### config.mk
export PLATFORM = sky130hd
export DESIGN_NAME = marker_length_frame_parser_flat
export DESIGN_NICKNAME = d
export VERILOG_FILES = /design/src/hw/rtl/mlfp_pkg.sv /design/src/hw/rtl/mlfp_if.sv /design/src/hw/rtl/marker_length_frame_parser.sv /design/src/hw/rtl/mlfp_cfg_regs.sv /design/src/hw/rtl/mlfp_in_reg.sv /design/src/hw/rtl/mlfp_parser.sv /design/src/flat_wrapper.sv
export VERILOG_INCLUDE_DIRS = /design/src /design/src/hw/rtl
export SDC_FILE = /design/constraint.sdc
export NUM_CORES = 1
export LEC_CHECK = 0
export BUFFER_PORTS_ARGS = -buffer_cell sky130_fd_sc_hd__buf_4
export CAP_MARGIN = 20
export CORE_UTILIZATION = 50
export CTS_CLUSTER_DIAMETER = 30
export DETAILED_ROUTE_END_ITERATION = 10
export HOLD_SLACK_MARGIN = 0.02
export PLACE_DENSITY = 0.69
export SYNTH_ARGS = -nofsm -noshare
export SYNTH_HDL_FRONTEND = slang
export SYNTH_SLANG_ARGS = --single-unit
### constraint.sdc
create_clock -name i_clk -period 9.3 [get_ports i_clk]
set_clock_uncertainty 0.15 [all_clocks]
set_input_delay 1.86 -clock i_clk [delete_from_list [all_inputs] [get_ports i_clk]]
set_output_delay 1.86 -clock i_clk [all_outputs]
set_load 0.005 [all_outputs]
### src/hw/rtl/marker_length_frame_parser_defines.svh
// Assertion macros for the marker/length frame parser RTL, used by mlfp_parser.
`ifndef MARKER_LENGTH_FRAME_PARSER_DEFINES_SVH
`define MARKER_LENGTH_FRAME_PARSER_DEFINES_SVH

// Same-cycle implication, checked outside reset.
`define MLFP_ASSERT_NOW(label, clk, rst_n, ante, cons) \
    label: assert property (@(posedge clk) disable iff (!(rst_n)) (ante) |-> (cons)) \
        else $error("mlfp assertion failed");

// Next-cycle implication, checked outside reset.
`define MLFP_ASSERT_NEXT(label, clk, rst_n, ante, cons) \
    label: assert property (@(posedge clk) disable iff (!(rst_n)) (ante) |=> (cons)) \
        else $error("mlfp assertion failed");

`endif

### src/hw/rtl/mlfp_pkg.sv
// Types and constants shared by the marker/length frame parser.
`timescale 1ns / 1ps

package mlfp_pkg;

    localparam int MAX_FRAME = 4096;
    localparam int LEN_W     = 13;
    localparam int BLEN_W    = 12;
    localparam int WORD_W    = 32;
    localparam int OVERHEAD  = 12;

    localparam logic [LEN_W-1:0]  MAX_LEN_RESET = 13'd4096;
    localparam logic [WORD_W-1:0] START_RESET   = 32'hDEADBEEF;
    localparam logic [WORD_W-1:0] END_RESET     = 32'hBEEFDEAD;

    typedef enum logic [1:0] {
        CFG_MAX_LEN = 2'd0,
        CFG_START   = 2'd1,
        CFG_END     = 2'd2,
        CFG_UNUSED  = 2'd3
    } t_cfg_idx;

    typedef enum logic [1:0] {
        PH_START  = 2'd0,
        PH_LENGTH = 2'd1,
        PH_BODY   = 2'd2,
        PH_END    = 2'd3
    } t_phase;

    typedef enum logic [2:0] {
        KIND_BODY      = 3'd0,
        KIND_GOOD      = 3'd1,
        KIND_BAD_START = 3'd2,
        KIND_BAD_LEN   = 3'd3,
        KIND_BAD_END   = 3'd4
    } t_kind;

    typedef struct packed {
        logic [LEN_W-1:0]  max_len;
        logic [WORD_W-1:0] sof_word;
        logic [WORD_W-1:0] eof_word;
    } t_cfg;

    typedef struct packed {
        logic       valid;
        logic [7:0] data;
    } t_beat;

endpackage

### src/hw/rtl/mlfp_if.sv
// Valid/ready stream interfaces for the received bytes and the parser results.
`timescale 1ns / 1ps

interface mlfp_in_if;
    logic       valid;
    logic       ready;
    logic [7:0] rx_byte;

    modport source (output valid, output rx_byte, input ready);
    modport sink   (input valid, input rx_byte, output ready);
endinterface

interface mlfp_out_if;
    logic        valid;
    logic        ready;
    logic [2:0]  kind;
    logic [7:0]  body_byte;
    logic        body_last;
    logic [11:0] payload_len;
    logic [31:0] frame_count;

    modport source (output valid, output kind, output body_byte, output body_last,
                    output payload_len, output frame_count, input ready);
    modport sink   (input valid, input kind, input body_byte, input body_last,
                    input payload_len, input frame_count, output ready);
endinterface

### src/hw/rtl/marker_length_frame_parser.sv
// Path: each byte is held in the input register, then its result in the result register.
// Throughput: one byte per cycle; the result register stalls intake only while it is full
// and the sink holds ready low. Phase, counters and checks update once per accepted byte.
// Reset (synchronous, active low): hunt for a start marker, good-frame count zero,
// configuration registers back to 4096, 0xDEADBEEF and 0xBEEFDEAD.
`timescale 1ns / 1ps

module marker_length_frame_parser (
    input  logic                        i_clk,
    input  logic                        i_rst_n,
    mlfp_in_if.sink                     i_in,
    mlfp_out_if.source                  o_out,
    input  logic                        i_cfg_we,
    input  logic [1:0]                  i_cfg_idx,
    input  logic [mlfp_pkg::WORD_W-1:0] i_cfg_data
);

    mlfp_pkg::t_cfg  cfg;
    mlfp_pkg::t_beat beat;
    logic            adv;

    mlfp_cfg_regs u_cfg_regs (
        .i_clk      (i_clk),
        .i_rst_n    (i_rst_n),
        .i_cfg_we   (i_cfg_we),
        .i_cfg_idx  (i_cfg_idx),
        .i_cfg_data (i_cfg_data),
        .o_cfg      (cfg)
    );

    mlfp_in_reg u_in_reg (
        .i_clk   (i_clk),
        .i_rst_n (i_rst_n),
        .i_in    (i_in),
        .i_adv   (adv),
        .o_beat  (beat)
    );

    mlfp_parser u_parser (
        .i_clk   (i_clk),
        .i_rst_n (i_rst_n),
        .i_cfg   (cfg),
        .i_beat  (beat),
        .o_adv   (adv),
        .o_out   (o_out)
    );

endmodule

### src/hw/rtl/mlfp_cfg_regs.sv
// Configuration registers: maximum frame length, start and end markers.
`timescale 1ns / 1ps

module mlfp_cfg_regs (
    input  logic                        i_clk,
    input  logic                        i_rst_n,
    input  logic                        i_cfg_we,
    input  logic [1:0]                  i_cfg_idx,
    input  logic [mlfp_pkg::WORD_W-1:0] i_cfg_data,
    output mlfp_pkg::t_cfg              o_cfg
);

    mlfp_pkg::t_cfg r_cfg;

    always_ff @(posedge i_clk) begin
        if (!i_rst_n) begin
            r_cfg.max_len  <= mlfp_pkg::MAX_LEN_RESET;
            r_cfg.sof_word <= mlfp_pkg::START_RESET;
            r_cfg.eof_word <= mlfp_pkg::END_RESET;
        end else if (i_cfg_we) begin
            unique case (mlfp_pkg::t_cfg_idx'(i_cfg_idx))
                mlfp_pkg::CFG_MAX_LEN: begin
                    r_cfg.max_len <= i_cfg_data[mlfp_pkg::LEN_W-1:0];
                end
                mlfp_pkg::CFG_START: begin
                    r_cfg.sof_word <= i_cfg_data;
                end
                mlfp_pkg::CFG_END: begin
                    r_cfg.eof_word <= i_cfg_data;
                end
                default: begin
                    // drop writes to unknown registers
                end
            endcase
        end
    end

    assign o_cfg = r_cfg;

endmodule

### src/hw/rtl/mlfp_in_reg.sv
// Input register stage: captures one received byte per beat.
`timescale 1ns / 1ps

module mlfp_in_reg (
    input  logic            i_clk,
    input  logic            i_rst_n,
    mlfp_in_if.sink         i_in,
    input  logic            i_adv,
    output mlfp_pkg::t_beat o_beat
);

    logic       r_valid;
    logic [7:0] r_data;
    logic       n_valid;

    // take a new beat when empty or when the held byte moves on this cycle
    assign i_in.ready = !r_valid || i_adv;

    always_comb begin
        n_valid = r_valid;
        if (i_in.ready) begin
            n_valid = i_in.valid;
        end
    end

    always_ff @(posedge i_clk) begin
        if (!i_rst_n) begin
            r_valid <= 1'b0;
        end else begin
            r_valid <= n_valid;
        end
    end

    always_ff @(posedge i_clk) begin
        if (i_in.valid && i_in.ready) begin
            r_data <= i_in.rx_byte;
        end
    end

    assign o_beat.valid = r_valid;
    assign o_beat.data  = r_data;

endmodule

### src/hw/rtl/mlfp_parser.sv
// Frame parser: phase tracking, marker and length checks, result register.
`timescale 1ns / 1ps
`include "marker_length_frame_parser_defines.svh"

module mlfp_parser (
    input  logic            i_clk,
    input  logic            i_rst_n,
    input  mlfp_pkg::t_cfg  i_cfg,
    input  mlfp_pkg::t_beat i_beat,
    output logic            o_adv,
    mlfp_out_if.source      o_out
);

    mlfp_pkg::t_phase                    r_phase, n_phase;
    logic [mlfp_pkg::BLEN_W-1:0]         r_cnt, n_cnt;
    logic [23:0]                         r_shift;
    logic [mlfp_pkg::LEN_W-1:0]          r_total, n_total;
    logic [mlfp_pkg::WORD_W-1:0]         r_good, n_good;

    logic                                r_out_valid, n_out_valid;
    mlfp_pkg::t_kind                     r_kind, n_kind;
    logic [7:0]                          r_byte, n_byte;
    logic                                r_last, n_last;
    logic [mlfp_pkg::BLEN_W-1:0]         r_blen, n_blen;
    logic [mlfp_pkg::WORD_W-1:0]         r_count;

    logic                                has_res;
    logic                                load;
    logic                                word_done;
    logic [mlfp_pkg::WORD_W-1:0]         word;
    logic [mlfp_pkg::LEN_W-1:0]          limit;
    logic [mlfp_pkg::LEN_W-1:0]          total_diff;
    logic [mlfp_pkg::BLEN_W-1:0]         blen;

    assign o_adv      = i_beat.valid && (!r_out_valid || o_out.ready);
    assign load       = o_adv && has_res;
    assign word       = {r_shift, i_beat.data};
    assign word_done  = (r_cnt[1:0] == 2'd3);
    assign total_diff = r_total - mlfp_pkg::LEN_W'(mlfp_pkg::OVERHEAD);
    assign blen       = total_diff[mlfp_pkg::BLEN_W-1:0];
    assign limit      = (i_cfg.max_len > mlfp_pkg::LEN_W'(mlfp_pkg::MAX_FRAME))
                      ? mlfp_pkg::LEN_W'(mlfp_pkg::MAX_FRAME) : i_cfg.max_len;

    always_comb begin
        n_phase = r_phase;
        n_cnt   = r_cnt;
        n_total = r_total;
        n_good  = r_good;
        has_res = 1'b0;
        n_kind  = mlfp_pkg::KIND_BODY;
        n_byte  = 8'd0;
        n_last  = 1'b0;
        n_blen  = '0;
        unique case (r_phase)
            mlfp_pkg::PH_START: begin
                n_cnt = r_cnt + 1'b1;
                if (word_done) begin
                    n_cnt = '0;
                    if (word != i_cfg.sof_word) begin
                        has_res = 1'b1;
                        n_kind  = mlfp_pkg::KIND_BAD_START;
                    end else begin
                        n_phase = mlfp_pkg::PH_LENGTH;
                    end
                end
            end
            mlfp_pkg::PH_LENGTH: begin
                n_cnt = r_cnt + 1'b1;
                if (word_done) begin
                    n_cnt = '0;
                    if (word < mlfp_pkg::WORD_W'(mlfp_pkg::OVERHEAD) ||
                        word > mlfp_pkg::WORD_W'(limit)) begin
                        has_res = 1'b1;
                        n_kind  = mlfp_pkg::KIND_BAD_LEN;
                        n_phase = mlfp_pkg::PH_START;
                    end else begin
                        n_total = word[mlfp_pkg::LEN_W-1:0];
                        n_phase = (word[mlfp_pkg::LEN_W-1:0] ==
                                   mlfp_pkg::LEN_W'(mlfp_pkg::OVERHEAD))
                                ? mlfp_pkg::PH_END : mlfp_pkg::PH_BODY;
                    end
                end
            end
            mlfp_pkg::PH_BODY: begin
                has_res = 1'b1;
                n_byte  = i_beat.data;
                n_blen  = blen;
                if ({1'b0, r_cnt} + 1'b1 >= {1'b0, blen}) begin
                    n_last  = 1'b1;
                    n_cnt   = '0;
                    n_phase = mlfp_pkg::PH_END;
                end else begin
                    n_cnt = r_cnt + 1'b1;
                end
            end
            mlfp_pkg::PH_END: begin
                n_cnt = r_cnt + 1'b1;
                if (word_done) begin
                    has_res = 1'b1;
                    n_blen  = blen;
                    n_cnt   = '0;
                    n_phase = mlfp_pkg::PH_START;
                    if (word == i_cfg.eof_word) begin
                        n_kind = mlfp_pkg::KIND_GOOD;
                        n_good = r_good + 1'b1;
                    end else begin
                        n_kind = mlfp_pkg::KIND_BAD_END;
                    end
                end
            end
            default: begin
                n_phase = mlfp_pkg::PH_START;
            end
        endcase
    end

    always_comb begin
        n_out_valid = r_out_valid;
        if (load) begin
            n_out_valid = 1'b1;
        end else if (o_out.ready) begin
            n_out_valid = 1'b0;
        end
    end

    always_ff @(posedge i_clk) begin
        if (!i_rst_n) begin
            r_phase     <= mlfp_pkg::PH_START;
            r_cnt       <= '0;
            r_total     <= '0;
            r_good      <= '0;
            r_out_valid <= 1'b0;
        end else begin
            r_out_valid <= n_out_valid;
            if (o_adv) begin
                r_phase <= n_phase;
                r_cnt   <= n_cnt;
                r_total <= n_total;
                r_good  <= n_good;
            end
        end
    end

    // shift history only matters within one four-byte word
    always_ff @(posedge i_clk) begin
        if (o_adv) begin
            r_shift <= word[23:0];
        end
        if (load) begin
            r_kind  <= n_kind;
            r_byte  <= n_byte;
            r_last  <= n_last;
            r_blen  <= n_blen;
            r_count <= r_good;
        end
    end

    assign o_out.valid       = r_out_valid;
    assign o_out.kind        = r_kind;
    assign o_out.body_byte   = r_byte;
    assign o_out.body_last   = r_last;
    assign o_out.payload_len = r_blen;
    assign o_out.frame_count = r_count;

    `MLFP_ASSERT_NOW(a_ctrl_only_no_data, i_clk, i_rst_n,
        r_out_valid && (r_kind != mlfp_pkg::KIND_BODY), (r_byte == 8'd0) && !r_last)
    `MLFP_ASSERT_NEXT(a_last_enters_end, i_clk, i_rst_n,
        load && n_last, r_phase == mlfp_pkg::PH_END)
    `MLFP_ASSERT_NOW(a_body_in_range, i_clk, i_rst_n,
        r_phase == mlfp_pkg::PH_BODY,
        (r_total > mlfp_pkg::LEN_W'(mlfp_pkg::OVERHEAD)) && (r_cnt < blen))
    `MLFP_ASSERT_NEXT(a_good_counts, i_clk, i_rst_n,
        load && (n_kind == mlfp_pkg::KIND_GOOD), r_good == $past(r_good) + 1'b1)

endmodule
### src/flat_wrapper.sv
// flat-port wrapper written by rule: the top's interface ports become plain ports
module marker_length_frame_parser_flat 
  (i_clk, i_rst_n, i_cfg_we, i_cfg_idx, i_cfg_data, i_in_valid, i_in_rx_byte, i_in_ready, o_out_valid, o_out_kind, o_out_body_byte, o_out_body_last, o_out_payload_len, o_out_frame_count, o_out_ready);
  mlfp_in_if i_in_i ();
  mlfp_out_if o_out_i ();
  input  logic i_clk;
  input  logic i_rst_n;
  input  logic i_cfg_we;
  input  logic [1:0] i_cfg_idx;
  input  logic [mlfp_pkg::WORD_W-1:0] i_cfg_data;
  input wire logic [$bits(i_in_i.valid)-1:0] i_in_valid;
  input wire logic [$bits(i_in_i.rx_byte)-1:0] i_in_rx_byte;
  output wire logic [$bits(i_in_i.ready)-1:0] i_in_ready;
  output wire logic [$bits(o_out_i.valid)-1:0] o_out_valid;
  output wire logic [$bits(o_out_i.kind)-1:0] o_out_kind;
  output wire logic [$bits(o_out_i.body_byte)-1:0] o_out_body_byte;
  output wire logic [$bits(o_out_i.body_last)-1:0] o_out_body_last;
  output wire logic [$bits(o_out_i.payload_len)-1:0] o_out_payload_len;
  output wire logic [$bits(o_out_i.frame_count)-1:0] o_out_frame_count;
  input wire logic [$bits(o_out_i.ready)-1:0] o_out_ready;
  assign i_in_i.valid = i_in_valid;
  assign i_in_i.rx_byte = i_in_rx_byte;
  assign i_in_ready = i_in_i.ready;
  assign o_out_valid = o_out_i.valid;
  assign o_out_kind = o_out_i.kind;
  assign o_out_body_byte = o_out_i.body_byte;
  assign o_out_body_last = o_out_i.body_last;
  assign o_out_payload_len = o_out_i.payload_len;
  assign o_out_frame_count = o_out_i.frame_count;
  assign o_out_i.ready = o_out_ready;
  marker_length_frame_parser u_core (.i_clk(i_clk), .i_rst_n(i_rst_n), .i_in(i_in_i), .o_out(o_out_i), .i_cfg_we(i_cfg_we), .i_cfg_idx(i_cfg_idx), .i_cfg_data(i_cfg_data));
endmodule
==> impl_table.tex <==
\begin{tabular}{lr}
\hline
Metric & Value \\
\hline
\multicolumn{2}{l}{\textbf{Clocking}} \\
H-tree depth reported by CTS & 2 \\
Hold-fix buffers at CTS & 0 \\
CTS resizes & 0 \\
Clock latency at the later pin of the worst-skew pair & between 0.5 and 0.6 ns \\
TritonCTS sink count & roughly 230 \\
Root buffer cell & clkbuf\_16 \\
CTS buffer count & between 40 and 50 \\
TritonCTS clock tree & done \\
Post-CTS clock slew at the launch and capture registers of the worst setup and hold paths & roughly 0.050 ns \\
Number of setup buffers added after CTS & 0 \\
Max Buffers Root-to-Sink & 3 \\
\multicolumn{2}{l}{\textbf{Routing}} \\
Wirelength per Cell & $\sim$18 um \\
Per-cell via count in the routed design & 5.57 \\
Total number of vias & about 8,000 \\
Number of DRC markers after the initial detailed-route iteration & slightly above 500 \\
First-pass detailed-route iteration total & 5 \\
Total wire length after detailed routing & approximately 25,000 um \\
Number of nets with antenna violations after detailed routing & 0 \\
DR top layer & met4 \\
DRC violations left & 0 \\
Met3 wire length & around 1700 um \\
Met2 WL post-DR & approximately 12,000 um \\
Met1 Routed Length & about 11,000 um \\
\multicolumn{2}{l}{\textbf{Job}} \\
Max-cap violations & 0 \\
\multicolumn{2}{l}{\textbf{Timing}} \\
Worst Tran Pin Value & between 0.8 and 0.9 ns \\
Pins Over Slew Limit & 0 \\
Endpoints failing hold & 0 \\
Number of setup violations in the final report & 0 \\
Relative slew slack & between 40 and 50\% \\
Final total negative setup slack & 0 ns \\
Crit path time final & $\sim$4.4 ns \\
Unrepaired setup endpoints after global routing & false \\
Ratio of final minimum period to clock period & between 40 and 50\% \\
Fmax & 0.225 GHz \\
\multicolumn{2}{l}{\textbf{Power and ir drop}} \\
Flop pwr share & 37.5\% \\
Sw Ratio & 21.1\% \\
Cell internal pwr & between 2 and 2.5 mW \\
Share of power burned in the clock network & between 50 and 60\% \\
Leakage dissipation & just under 5 nW \\
Sw Pwr & around 0.6 mW \\
Proportion of power drawn by combinational gates & about 3.8\% \\
Peak VDD IR & approximately 0.14 mV \\
Cell area power density & roughly 220 nW/um\^{}2 \\
\multicolumn{2}{l}{\textbf{Layout}} \\
Utilization after layout & approximately 64\% \\
Commonest cells after routing, fill and taps aside & 204 x nand2\_1, 137 x dfxtp\_1, 116 x buf\_4 \\
Total inserted antenna cells & 0 \\
Layout cell share with drive strength beyond 1 & about a fifth \\
Growth of design area from synthesis to finish & 25.3\% \\
Leading cell type in the layout, fill and taps excluded & nand2\_1 \\
Final layout net count & $\sim$1,200 \\
Number of cells in the finished layout apart from fillers & about 1,400 \\
\multicolumn{2}{l}{\textbf{Global routing}} \\
Initial antenna violation count & 0 \\
Grt ovf & 0 \\
Pin count of the biggest net entering global routing & 78 \\
Wire length of the first global-routing pass & about 40,000 um \\
Number of global-route vias before repair & around 7,500 \\
Total routing usage reported by global routing & approximately 24\% \\
\multicolumn{2}{l}{\textbf{Status}} \\
Status & completed \\
\multicolumn{2}{l}{\textbf{Critical path}} \\
Count of cells along the worst register-to-register path & 12 \\
Worst reg-to-reg setup slack & around 5.4 ns \\
Critical path capture point type & output pin \\
Critical Path Start Type & primary input \\
Kind of critical path & primary input to output pin \\
Arrival time of the worst setup path & 2.43 ns \\
Worst flop-to-flop path endpoint & u\_core.u\_parser.r\_cnt[3] \\
Maximum fanout count along the critical path & 2 \\
Crit path required time & 7.29 ns \\
Startpoint of the most critical register-to-register path & u\_core.u\_parser.r\_cnt[0] \\
\multicolumn{2}{l}{\textbf{Synthesis}} \\
Fraction of synthesis flops using an asynchronous set or reset pin & 0\% \\
Synth top area share & between 20\% and 30\% \\
Post-synthesis instance total & about 1,000 \\
Area of the mapped netlist & 10,300 um\^{}2 \\
Cell taking the most area after synthesis & dfxtp\_1 \\
Number of register bits inferred by synthesis & approximately 230 \\
Average size of a mapped cell & around 10 um\^{}2 \\
Most used flip-flop cell after synthesis & dfxtp\_1 \\
Seq/Total Area, Yosys & 52.4\% \\
Post-Synthesis Net Count & 1,108 \\
Post-synthesis cell type count & 67 \\
Top cells by area, synth & dfxtp\_1 27\%, edfxtp\_1 26\%, nand2\_1 7.5\% \\
Warning count from the yosys run & 0 \\
Number of enable-type register cells in the synthesized netlist & 88 \\
\multicolumn{2}{l}{\textbf{Place}} \\
Number of cells in the design after placement & 1,367 \\
Count of input and output buffers & roughly 100 \\
DPL Wire Length & about 17,000 um \\
Placer Congestion & approximately 0.85 \\
\multicolumn{2}{l}{\textbf{Die}} \\
Overall die area & approximately 21,000 um\^{}2 \\
Horizontal die dimension & 145 um \\
Placeable Area & slightly above 20,000 um\^{}2 \\
Count of standard-cell rows & 52 \\
Ports placed on the boundary & 105 \\
Starting density of the core & between 50\% and 60\% \\
Vertical extent of the die & $\sim$150 um \\
\multicolumn{2}{l}{\textbf{Worst hold path}} \\
Hold Path Origin & u\_core.u\_parser.r\_cnt[11] \\
Sink of the worst hold path & u\_core.u\_parser.r\_cnt[11] \\
Hold WC Path Type & flop to flop \\
Worst hold path cell count & 2 \\
\hline
\end{tabular}
kinds of logic after synthesis:
family                     synth area share [%]
adders and majority gates                  3.53
DFF                                        52.4
buffers and inverters                      3.22
and+or+nand+nor                            24.0
muxes                                     0.487
AOI/OAI and AO/OA                          8.08
xor gates and xnor gates                   8.26
registers in the layout, indices dropped and copies added (netlist names), named ones only:
signal,cells
u_core.u_parser.r_cnt,12
u_core.u_in_reg.r_valid,1
u_core.u_parser.o_out.valid,1
u_core.u_parser.r_shift,24
u_core.u_parser.o_out.kind,3
u_core.u_parser.r_total,12
u_core.u_in_reg.r_data,8
u_core.u_parser.o_out.frame_count,32
u_core.u_parser.o_out.body_last,1
u_core.u_cfg_regs.o_cfg,77
u_core.u_parser.r_phase,1
u_core.u_parser.r_good,32
u_core.u_parser.o_out.body_byte,8
u_core.u_parser.o_out.payload_len,12
critical path: stages:
cell	delay, ns
buf_4	0.12
nor2b_1	0.18
nand2_1	0.12
buf_4	0.16
Yosys cell counts, types with 5 or more instances:
master,instances
a21o_1,5
a21oi_1,66
a31oi_1,8
and2_1,11
and4_1,5
clkbuf_1,40
dfxtp_1,137
edfxtp_1,88
ha_1,29
inv_1,21
mux2i_1,5
nand2_1,204
nand2b_1,10
nand3_1,79
nand3b_1,5
nand4_1,29
nor2_1,52
nor2b_1,6
nor3_1,10
nor4_1,21
nor4_4,11
o21ai_0,7
o22ai_1,6
o41ai_1,12
xnor2_1,60
xor2_1,35
worst max-delay path by stage:
stage	start	to	slack, ns	cells after the start
finish	o_out_ready	i_in_ready	4.86	4
global route	o_out_ready	u_core.u_parser.r_total[7]	4.77	9
CTS	o_out_ready	u_core.u_parser.r_total[7]	4.46	8
detailed placement	o_out_ready	u_core.u_parser.r_total[10]	3.98	8
global placement	o_out_ready	u_core.u_parser.r_total[1]	4.06	8
floorplan	o_out_ready	u_core.u_parser.o_out.body_byte[0]	2.43	4
metal layers:
metal	up-vias	global-route usage, %
met4	0	8.32
met1	3849	32.3
li1	3897	-
met2	273	38.9
met5	-	0
met3	48	5.03
layout make-up:
cell class              instances  area (um^2)
fillers                      1674         7300
flip-flops and latches        225         5390
multi-input cells             731         4560
clock buffers                  51         1180
repair buffers                118          903
clock inverters                29          417
well taps                     270          338
inverters                      24         90.1
metrics by stage:
stage          hold WS, ns  worst slack [ns]  area (um^2)  power, mW
2_1_floorplan        0.258              2.43        10300       1.14
3_3_place_gp         0.267              4.06        11200       1.19
3_5_place_dp         0.290              3.98        11200       1.19
4_1_cts              0.302              4.46        12800       2.87
5_1_grt              0.314              4.77        12900       2.93
6_report             0.302              4.86        12900       2.85
power by group through the flow:
stage          combinational (mW)  sequential [mW]  clock (mW)
3_5_place_dp                0.106             1.09           0
2_1_floorplan              0.0667             1.08           0
4_1_cts                     0.107             1.07        1.70
3_3_place_gp                0.105             1.09           0
6_report                    0.108             1.07        1.67
5_1_grt                     0.120             1.07        1.74
Note: power is estimated with default switching activity, not from simulation.
